**config.mk**
```make
export PLATFORM = sky130hd
export DESIGN_NAME = utf8_query_tokenizer
export DESIGN_NICKNAME = d
export VERILOG_FILES = /design/src/rtl/core/uqt_pkg.sv /design/src/rtl/core/utf8_query_tokenizer.sv
export VERILOG_INCLUDE_DIRS = /design/src /design/src/rtl/core
export SDC_FILE = /design/constraint.sdc
export NUM_CORES = 1
export LEC_CHECK = 0
export ABC_AREA = 1
export BUFFER_PORTS_ARGS = -buffer_cell sky130_fd_sc_hd__buf_2
export CAP_MARGIN = 20
export CORE_MARGIN = 5
export CORE_UTILIZATION = 50
export DETAILED_ROUTE_END_ITERATION = 10
export PLACE_DENSITY = 0.71
export SLEW_MARGIN = 20
export SYNTH_ARGS = -nofsm -noshare
export SYNTH_HDL_FRONTEND = slang
export SYNTH_SLANG_ARGS = --single-unit
```
**constraint.sdc**
```tcl
create_clock -name clk -period 3 [get_ports clk]
set_input_delay 0 -clock clk [delete_from_list [all_inputs] [get_ports clk]]
set_output_delay 0 -clock clk [all_outputs]
set_load 0.05 [all_outputs]
```
**src/rtl/core/utf8_query_tokenizer_macros.svh**
```systemverilog
// assertion macros for the utf8 query tokenizer
`ifndef UTF8_QUERY_TOKENIZER_MACROS_SVH
`define UTF8_QUERY_TOKENIZER_MACROS_SVH

// same-cycle implication, checked outside reset
`define UQT_ASSERT_NOW(label, clk, rst_n, ante, cons, msg) \
    label: assert property (@(posedge clk) disable iff (!rst_n) (ante) |-> (cons)) \
        else $error(msg);

// next-cycle implication, checked outside reset
`define UQT_ASSERT_NEXT(label, clk, rst_n, ante, cons, msg) \
    label: assert property (@(posedge clk) disable iff (!rst_n) (ante) |=> (cons)) \
        else $error(msg);

`endif

```
**src/rtl/core/uqt_pkg.sv**
```systemverilog
// constants and helpers shared by the utf8 query tokenizer
`timescale 1ns / 1ps

package uqt_pkg;

    localparam int MAX_TOKENS_DEF  = 32;
    localparam int WORD_BYTES_DEF  = 64;
    localparam int QUERY_BYTES_DEF = 256;

    // holds token counts up to 511
    localparam int TOKEN_WIDE = 9;

    localparam logic [15:0] CJK_MAIN_LO  = 16'h4E00;
    localparam logic [15:0] CJK_MAIN_HI  = 16'h9FFF;
    localparam logic [15:0] CJK_EXT_LO   = 16'h3400;
    localparam logic [15:0] CJK_EXT_HI   = 16'h4DBF;
    localparam logic [15:0] CJK_COMPAT_LO = 16'hF900;
    localparam logic [15:0] CJK_COMPAT_HI = 16'hFAFF;
    localparam logic [15:0] CJK_PUNCT_LO = 16'h3000;
    localparam logic [15:0] CJK_PUNCT_HI = 16'h303F;
    localparam logic [15:0] FULLWIDTH_LO = 16'hFF00;
    localparam logic [15:0] FULLWIDTH_HI = 16'hFFEF;

    localparam logic [7:0] LEAD2_MASK = 8'hE0;
    localparam logic [7:0] LEAD2_CODE = 8'hC0;
    localparam logic [7:0] LEAD3_MASK = 8'hF0;
    localparam logic [7:0] LEAD3_CODE = 8'hE0;
    localparam logic [7:0] LEAD4_MASK = 8'hF8;
    localparam logic [7:0] LEAD4_CODE = 8'hF0;

    localparam logic [1:0] TAIL2 = 2'd1;
    localparam logic [1:0] TAIL3 = 2'd2;
    localparam logic [1:0] TAIL4 = 2'd3;

    function automatic logic is_ideograph(logic [7:0] lead, logic [7:0] mid, logic [7:0] last);
        logic [15:0] cp;
        cp = {lead[3:0], mid[5:0], last[5:0]};
        if (cp >= CJK_PUNCT_LO && cp <= CJK_PUNCT_HI)
            return 1'b0;
        if (cp >= FULLWIDTH_LO && cp <= FULLWIDTH_HI)
            return 1'b0;
        return (cp >= CJK_MAIN_LO && cp <= CJK_MAIN_HI) ||
               (cp >= CJK_EXT_LO && cp <= CJK_EXT_HI) ||
               (cp >= CJK_COMPAT_LO && cp <= CJK_COMPAT_HI);
    endfunction

    function automatic logic is_alnum(logic [7:0] b);
        return (b >= 8'h30 && b <= 8'h39) || (b >= 8'h61 && b <= 8'h7A) ||
               (b >= 8'h41 && b <= 8'h5A);
    endfunction

    function automatic logic is_upper(logic [7:0] b);
        return b >= 8'h41 && b <= 8'h5A;
    endfunction

endpackage

```
**src/rtl/core/utf8_query_tokenizer.sv**
```systemverilog
// Streaming UTF-8 query tokenizer. One text byte is taken per cycle on the
// in_valid/in_ready channel; each byte gives zero or one result in the next cycle
// on out_valid/out_ready. The result register is the only stage, so a new byte
// is taken every cycle while the result side keeps up; in_ready drops only when
// a result waits and out_ready is low. Letters and digits come out one byte at
// a time (lowercased) with their token index, a word ending is marked by
// token_end, a CJK ideograph comes out whole on cjk_sequence, and the result
// for the byte flagged final_byte carries query_end and token_total, after which
// the tokenizer is ready for the next query. There is no reset-time sweep.
`timescale 1ns / 1ps

`include "utf8_query_tokenizer_macros.svh"

module utf8_query_tokenizer #(
    parameter int MAX_TOKENS  = uqt_pkg::MAX_TOKENS_DEF,
    parameter int WORD_BYTES  = uqt_pkg::WORD_BYTES_DEF,
    parameter int QUERY_BYTES = uqt_pkg::QUERY_BYTES_DEF
) (
    input  logic        clk,
    input  logic        rst_n,
    input  logic        in_valid,
    output logic        in_ready,
    input  logic [7:0]  text_byte,
    input  logic        final_byte,
    output logic        out_valid,
    input  logic        out_ready,
    output logic        byte_valid,
    output logic [7:0]  word_byte,
    output logic        cjk_valid,
    output logic [23:0] cjk_sequence,
    output logic        token_end,
    output logic [4:0]  token_index,
    output logic        query_end,
    output logic [5:0]  token_total
);

    localparam int TW  = $clog2(MAX_TOKENS + 1);
    localparam int WLW = $clog2(WORD_BYTES);
    localparam int BW  = $clog2(QUERY_BYTES);

    localparam logic [TW-1:0]  TOKEN_LIMIT = TW'(MAX_TOKENS);
    localparam logic [WLW-1:0] WORD_LIMIT  = WLW'(WORD_BYTES - 1);
    localparam logic [BW-1:0]  BYTE_LIMIT  = BW'(QUERY_BYTES - 1);

    // tokenizer state
    logic           in_word_reg, in_word_next;
    logic [WLW-1:0] word_length_reg, word_length_next;
    logic [TW-1:0]  tokens_done_reg, tokens_done_next;
    logic [15:0]    pending_reg, pending_next;
    logic [1:0]     bytes_to_come_reg, bytes_to_come_next;
    logic           char3_reg, char3_next;
    logic [BW-1:0]  bytes_seen_reg, bytes_seen_next;
    logic           halted_reg, halted_next;

    // result register
    logic        out_valid_reg, out_valid_next;
    logic        byte_valid_reg, byte_valid_next;
    logic [7:0]  word_byte_reg, word_byte_next;
    logic        cjk_valid_reg, cjk_valid_next;
    logic [23:0] cjk_sequence_reg, cjk_sequence_next;
    logic        token_end_reg, token_end_next;
    logic [4:0]  token_index_reg, token_index_next;
    logic        query_end_reg, query_end_next;
    logic [5:0]  token_total_reg, token_total_next;

    logic accept;
    logic ignore_byte;
    logic close_req;
    logic any_result;
    logic [TW-1:0] result_index;
    logic [uqt_pkg::TOKEN_WIDE-1:0] index_wide;
    logic [uqt_pkg::TOKEN_WIDE-1:0] total_wide;
    logic [1:0] tail_left;

    assign in_ready = !out_valid_reg || out_ready;
    assign accept   = in_valid && in_ready;

    always_comb
    begin
        in_word_next       = in_word_reg;
        word_length_next   = word_length_reg;
        tokens_done_next   = tokens_done_reg;
        pending_next       = pending_reg;
        bytes_to_come_next = bytes_to_come_reg;
        char3_next         = char3_reg;
        bytes_seen_next    = bytes_seen_reg;
        halted_next        = halted_reg;

        byte_valid_next    = 1'b0;
        word_byte_next     = 8'h00;
        cjk_valid_next     = 1'b0;
        cjk_sequence_next  = 24'h000000;
        token_end_next     = 1'b0;
        query_end_next     = 1'b0;
        token_total_next   = 6'd0;
        result_index       = '0;
        any_result         = 1'b0;
        close_req          = 1'b0;
        tail_left          = bytes_to_come_reg - 2'd1;

        ignore_byte = halted_reg || (bytes_seen_reg >= BYTE_LIMIT) || (text_byte == 8'h00);

        priority if (ignore_byte)
        begin
            close_req          = 1'b1;
            bytes_to_come_next = 2'd0;
            char3_next         = 1'b0;
            pending_next       = 16'h0000;
            if (text_byte == 8'h00)
                halted_next = 1'b1;
        end
        else if (tokens_done_reg >= TOKEN_LIMIT)
        begin
            bytes_seen_next = bytes_seen_reg + BW'(1);
        end
        else
        begin
            bytes_seen_next = bytes_seen_reg + BW'(1);
            if (bytes_to_come_reg != 2'd0)
            begin
                bytes_to_come_next = tail_left;
                if (tail_left == 2'd0)
                begin
                    if (char3_reg &&
                        uqt_pkg::is_ideograph(pending_reg[15:8], pending_reg[7:0], text_byte))
                    begin
                        cjk_valid_next    = 1'b1;
                        cjk_sequence_next = {pending_reg, text_byte};
                        token_end_next    = 1'b1;
                        result_index      = tokens_done_reg;
                        tokens_done_next  = tokens_done_reg + TW'(1);
                        any_result        = 1'b1;
                    end
                    char3_next   = 1'b0;
                    pending_next = 16'h0000;
                end
                else
                begin
                    pending_next = {pending_reg[7:0], text_byte};
                end
            end
            else if (!text_byte[7])
            begin
                if (uqt_pkg::is_alnum(text_byte))
                begin
                    in_word_next = 1'b1;
                    // word_length is zero whenever no word is open
                    if (word_length_reg < WORD_LIMIT)
                    begin
                        word_length_next = word_length_reg + WLW'(1);
                        byte_valid_next  = 1'b1;
                        word_byte_next   = uqt_pkg::is_upper(text_byte) ?
                                           text_byte + 8'd32 : text_byte;
                        result_index     = tokens_done_reg;
                        any_result       = 1'b1;
                    end
                end
                else
                begin
                    close_req = 1'b1;
                end
            end
            else
            begin
                close_req = 1'b1;
                if ((text_byte & uqt_pkg::LEAD2_MASK) == uqt_pkg::LEAD2_CODE)
                begin
                    bytes_to_come_next = uqt_pkg::TAIL2;
                    pending_next       = {8'h00, text_byte};
                end
                else if ((text_byte & uqt_pkg::LEAD3_MASK) == uqt_pkg::LEAD3_CODE)
                begin
                    bytes_to_come_next = uqt_pkg::TAIL3;
                    char3_next         = 1'b1;
                    pending_next       = {8'h00, text_byte};
                end
                else if ((text_byte & uqt_pkg::LEAD4_MASK) == uqt_pkg::LEAD4_CODE)
                begin
                    bytes_to_come_next = uqt_pkg::TAIL4;
                    pending_next       = {8'h00, text_byte};
                end
            end
        end

        // closing a word never coincides with a finished ideograph
        if (close_req && in_word_reg)
        begin
            token_end_next   = 1'b1;
            result_index     = tokens_done_reg;
            tokens_done_next = tokens_done_reg + TW'(1);
            in_word_next     = 1'b0;
            word_length_next = '0;
            any_result       = 1'b1;
        end

        total_wide = '0;
        if (final_byte)
        begin
            if (in_word_next)
            begin
                token_end_next   = 1'b1;
                result_index     = tokens_done_next;
                tokens_done_next = tokens_done_next + TW'(1);
            end
            any_result         = 1'b1;
            query_end_next     = 1'b1;
            total_wide         = uqt_pkg::TOKEN_WIDE'(tokens_done_next);
            token_total_next   = total_wide[5:0];
            in_word_next       = 1'b0;
            word_length_next   = '0;
            tokens_done_next   = '0;
            pending_next       = 16'h0000;
            bytes_to_come_next = 2'd0;
            char3_next         = 1'b0;
            bytes_seen_next    = '0;
            halted_next        = 1'b0;
        end

        index_wide       = uqt_pkg::TOKEN_WIDE'(result_index);
        token_index_next = index_wide[4:0];

        if (accept)
            out_valid_next = any_result;
        else if (out_ready)
            out_valid_next = 1'b0;
        else
            out_valid_next = out_valid_reg;
    end

    always_ff @(posedge clk or negedge rst_n)
    begin
        if (!rst_n)
        begin
            in_word_reg       <= 1'b0;
            word_length_reg   <= '0;
            tokens_done_reg   <= '0;
            pending_reg       <= 16'h0000;
            bytes_to_come_reg <= 2'd0;
            char3_reg         <= 1'b0;
            bytes_seen_reg    <= '0;
            halted_reg        <= 1'b0;
            out_valid_reg     <= 1'b0;
        end
        else
        begin
            out_valid_reg <= out_valid_next;
            if (accept)
            begin
                in_word_reg       <= in_word_next;
                word_length_reg   <= word_length_next;
                tokens_done_reg   <= tokens_done_next;
                pending_reg       <= pending_next;
                bytes_to_come_reg <= bytes_to_come_next;
                char3_reg         <= char3_next;
                bytes_seen_reg    <= bytes_seen_next;
                halted_reg        <= halted_next;
            end
        end
    end

    // payload loads only with an accepted transaction
    always_ff @(posedge clk)
    begin
        if (accept)
        begin
            byte_valid_reg   <= byte_valid_next;
            word_byte_reg    <= word_byte_next;
            cjk_valid_reg    <= cjk_valid_next;
            cjk_sequence_reg <= cjk_sequence_next;
            token_end_reg    <= token_end_next;
            token_index_reg  <= token_index_next;
            query_end_reg    <= query_end_next;
            token_total_reg  <= token_total_next;
        end
    end

    assign out_valid    = out_valid_reg;
    assign byte_valid   = byte_valid_reg;
    assign word_byte    = word_byte_reg;
    assign cjk_valid    = cjk_valid_reg;
    assign cjk_sequence = cjk_sequence_reg;
    assign token_end    = token_end_reg;
    assign token_index  = token_index_reg;
    assign query_end    = query_end_reg;
    assign token_total  = token_total_reg;

    `UQT_ASSERT_NOW(a_word_len_open, clk, rst_n, 1'b1, in_word_reg == (word_length_reg != '0), "word length disagrees with open word")
    `UQT_ASSERT_NOW(a_halt_clean, clk, rst_n, halted_reg, !in_word_reg && bytes_to_come_reg == 2'd0, "state left open after zero byte")
    `UQT_ASSERT_NOW(a_token_bound, clk, rst_n, 1'b1, tokens_done_reg <= TOKEN_LIMIT, "token count past its limit")
    `UQT_ASSERT_NEXT(a_final_result, clk, rst_n, accept && final_byte, out_valid_reg && query_end_reg && tokens_done_reg == '0 && bytes_seen_reg == '0, "final byte did not end the query")

endmodule

```
==> reports/metrics.cfg <==
[critical_path]
cp_data_arrival_time_ns = 3.02
critical_path.max_fanout = 8
timing.critical_path.from_type = flop
critPathCaptureType = flop
required_time_of_the_worst_setup_path_ns = 3.24
timing.setup.critical_path_class = flop to flop
critPathLaunch = bytes_seen_reg[0]
reg2reg_from = bytes_seen_reg[0]

[drt]
drt_iter0_markers = 206
firstDrtPassIters = 4
drc = 0
routed_wl_um = 9330
routed_via_density = 5.14
dr_total_vias = 3497
ant_nets = 0
detail_route.wl_per_cell_um = 13.7

[floorplanning]
die_w_um = 105
design.core.area_um2 = 8720
floorplan.io_pins = 62
initial_utilization = 0.512
num_rows = 34
chipHeight_um = 105
floorplan.die_area_um2 = 10900

[timing]
finalHoldWorstSlack_ns = 0.0264
finClkSkew_ns = 0.0134
tns_ns = 0
maxSlewViolCount = 0
timing.max_slew.rel_slack = 0.371
fin_crit_sh = 0.926
finalSetupViolCount = 0
final_period_minus_worst_setup_slack_ns = 2.78
tightest_slew_ns = 0.944
grt_setup_unrepaired = no
max_freq_ghz = 0.360
report.final.hold_viol_count = 0
layout_setup_ws_ns = 0.223

[global_routing]
first_global_vias = 3437
use_met2 = 0.298
grt-ovfl-total = 0
grt_use_met1 = 0.238
busiest_layer = met2
grt_start_max_net_pins = 54
global_route.usage.total = 0.179
initial_antenna_violation_count = 0
m3_gr_usage = 0.0376
grt_pass1_wl_um = 16200

[clock_tree]
cts_buffers = 9
numClockSinks = 89
clk_latency_ns = 0.36
cts.clk_slew.worst_paths_ns = 0.10
clock_path_buffers = 2
cts-htree-levels = 3
root_buffer = clkbuf_8
clock_tree_from_tritoncts = yes
cts_setup_buffers = 0

[place]
dp_hpwl_um = 6580
placed_cells_incl_taps = 654
place_area_um2 = 4890
pre_cts_ws_ns = 0.0862
gpl_wtd_cong = 0.847
port-buffer-count = 61

[finish]
multiInputGateArea_um2 = 1690
number_of_non_filler_instances_in_the_completed_layout = 681
final_core_utilization = 0.598
fill_cells = 757
design_area_um2 = 5220
flow.area_growth_from_synthesis_pct = 16.7
final_nets = 589
seq_area_um2 = 2460
final_layout_size_suffix_gt1_frac = 0.209
antenna_cells = 0
largest_register_ff_count = 24
most_frequent_cells_in_the_layout = 77 x nand2_1, 66 x nor2_1, 62 x inv_1, 61 x buf_2, 47 x edfxtp_1
mostFrequentLayoutCell = nand2_1

[synth]
post_synth_main_area_contributors = edfxtp_1 32%, dfrtp_1 24%, nand2_1 6.6%
mappedNetlistNets = 511
number_of_synthesized_flops_with_an_enable_pin = 47
post_synth.cell_area_avg_um2 = 9.12
synth-async-reset-ratio = 0.472
postSynthCellCount = 490
netlist_area_um2 = 4470
yosys_most_used_dff = edfxtp_1
ys_warn_count = 0
netlist-cell-type-count = 42
synth.yosys.seq_area_share = 0.551
total_of_flip_flops_plus_latches_after_synthesis = 89
synth_top_cell_area_share = 0.316
synth.largest_area_cell = edfxtp_1

[power_and_ir_drop]
fin_total_pwr_mw = 3.69
vdd_drop_max_uv = 299
powerDensity_nw_per_um2 = 708
static-leakage-power_nw = 2.33

[min_path]
worst_hold_path_type = input port to flop
startpoint_of_the_most_critical_hold_path = text_byte[5]

[run]
max_cap_violations = 0

[status]
outcome = completed

cell type report:
class,count,area share
clock buffers,10,0.0286
clock inverters,6,0.0103
inverters,76,0.0552
multi-input cells,317,0.324
flip-flops and latches,89,0.472
well taps,108,0.0259
repair buffers,75,0.0840
logic make-up (layout without fill, tap and decap cells):
| logic type | after synthesis | after routing | share of synthesized area |
|---|---|---|---|
| AOI/OAI and AO/OA | 76 | 76 | 0.0999 |
| xor gates and xnor gates | 6 | 6 | 0.0118 |
| adders and majority gates | 8 | 8 | 0.0224 |
| buffers and inverters | 84 | 167 | 0.0733 |
| DFF | 89 | 89 | 0.551 |
| and+or+nand+nor | 227 | 227 | 0.242 |
routing by layer:
| layer | vias up | share of wire |
|---|---|---|
| met1 | 1634 | 0.46 |
| met4 | 0 | 0.0081 |
| met3 | 5 | 0.053 |
| met5 | - | 0 |
| li1 | 1786 | - |
| met2 | 72 | 0.48 |
cells in the mapped netlist (2+ instances only):
| cell type | n |
|---|---|
| nor3_1 | 11 |
| o21ai_0 | 34 |
| nand2_1 | 78 |
| o31ai_1 | 4 |
| nor2_4 | 2 |
| o21a_1 | 3 |
| a21oi_1 | 15 |
| inv_2 | 11 |
| nand2_2 | 4 |
| nor2_2 | 4 |
| nor2_1 | 67 |
| nand3_4 | 2 |
| edfxtp_1 | 47 |
| o21ai_1 | 6 |
| a31oi_1 | 2 |
| ha_1 | 8 |
| inv_1 | 62 |
| nand4_1 | 5 |
| dfrtp_1 | 42 |
| buf_2 | 3 |
| o22ai_1 | 6 |
| nor4_1 | 2 |
| clkinv_1 | 2 |
| nand2_4 | 4 |
| xor2_1 | 5 |
| nand3_2 | 2 |
| clkbuf_1 | 3 |
| nor3b_1 | 2 |
| nand3_1 | 41 |
power breakdown:
group | internal [mW] | switching, mW
clock network | 0.368 | 0.460
logic | 0.332 | 0.865
registers | 1.51 | 0.156
what timing repair did:
action                                  4_1_cts  5_1_grt
hold endpoints to repair                     51        0
endpoints found under the setup margin        0        3
resized for setup                             0        5
hold buffers                                 11        0
final timing paths:
| kind | end | slack (ns) | cells after the start |
|---|---|---|---|
| worst max-delay path | out_valid | 0.22 | 14 |
| worst min-delay path | pending_reg[5] | 0.03 | 3 |
| worst max register to register | out_valid | 0.22 | 14 |
| worst min register to register | bytes_seen_reg[0] | 0.51 | 1 |
| max in group asynchronous | pending_reg[4] | 2.04 | 2 |
| min in group asynchronous | tokens_done_reg[4] | 0.31 | 2 |
worst max-delay path, stage by stage (launching register included):
cell	delay [ns]
dfrtp_1	0.42
ha_1	0.24
inv_1	0.08
nor2_1	0.05
a21oi_1	0.22
nand2_4	0.12
inv_2	0.16
nand2_4	0.10
nand2_8	0.09
nand2_4	0.08
inv_1	0.09
nand2_1	0.14
o21ai_0	0.22
nand2_1	0.08
dlygate4sd3_1	0.56
Note: power is estimated with default switching activity, not from simulation.
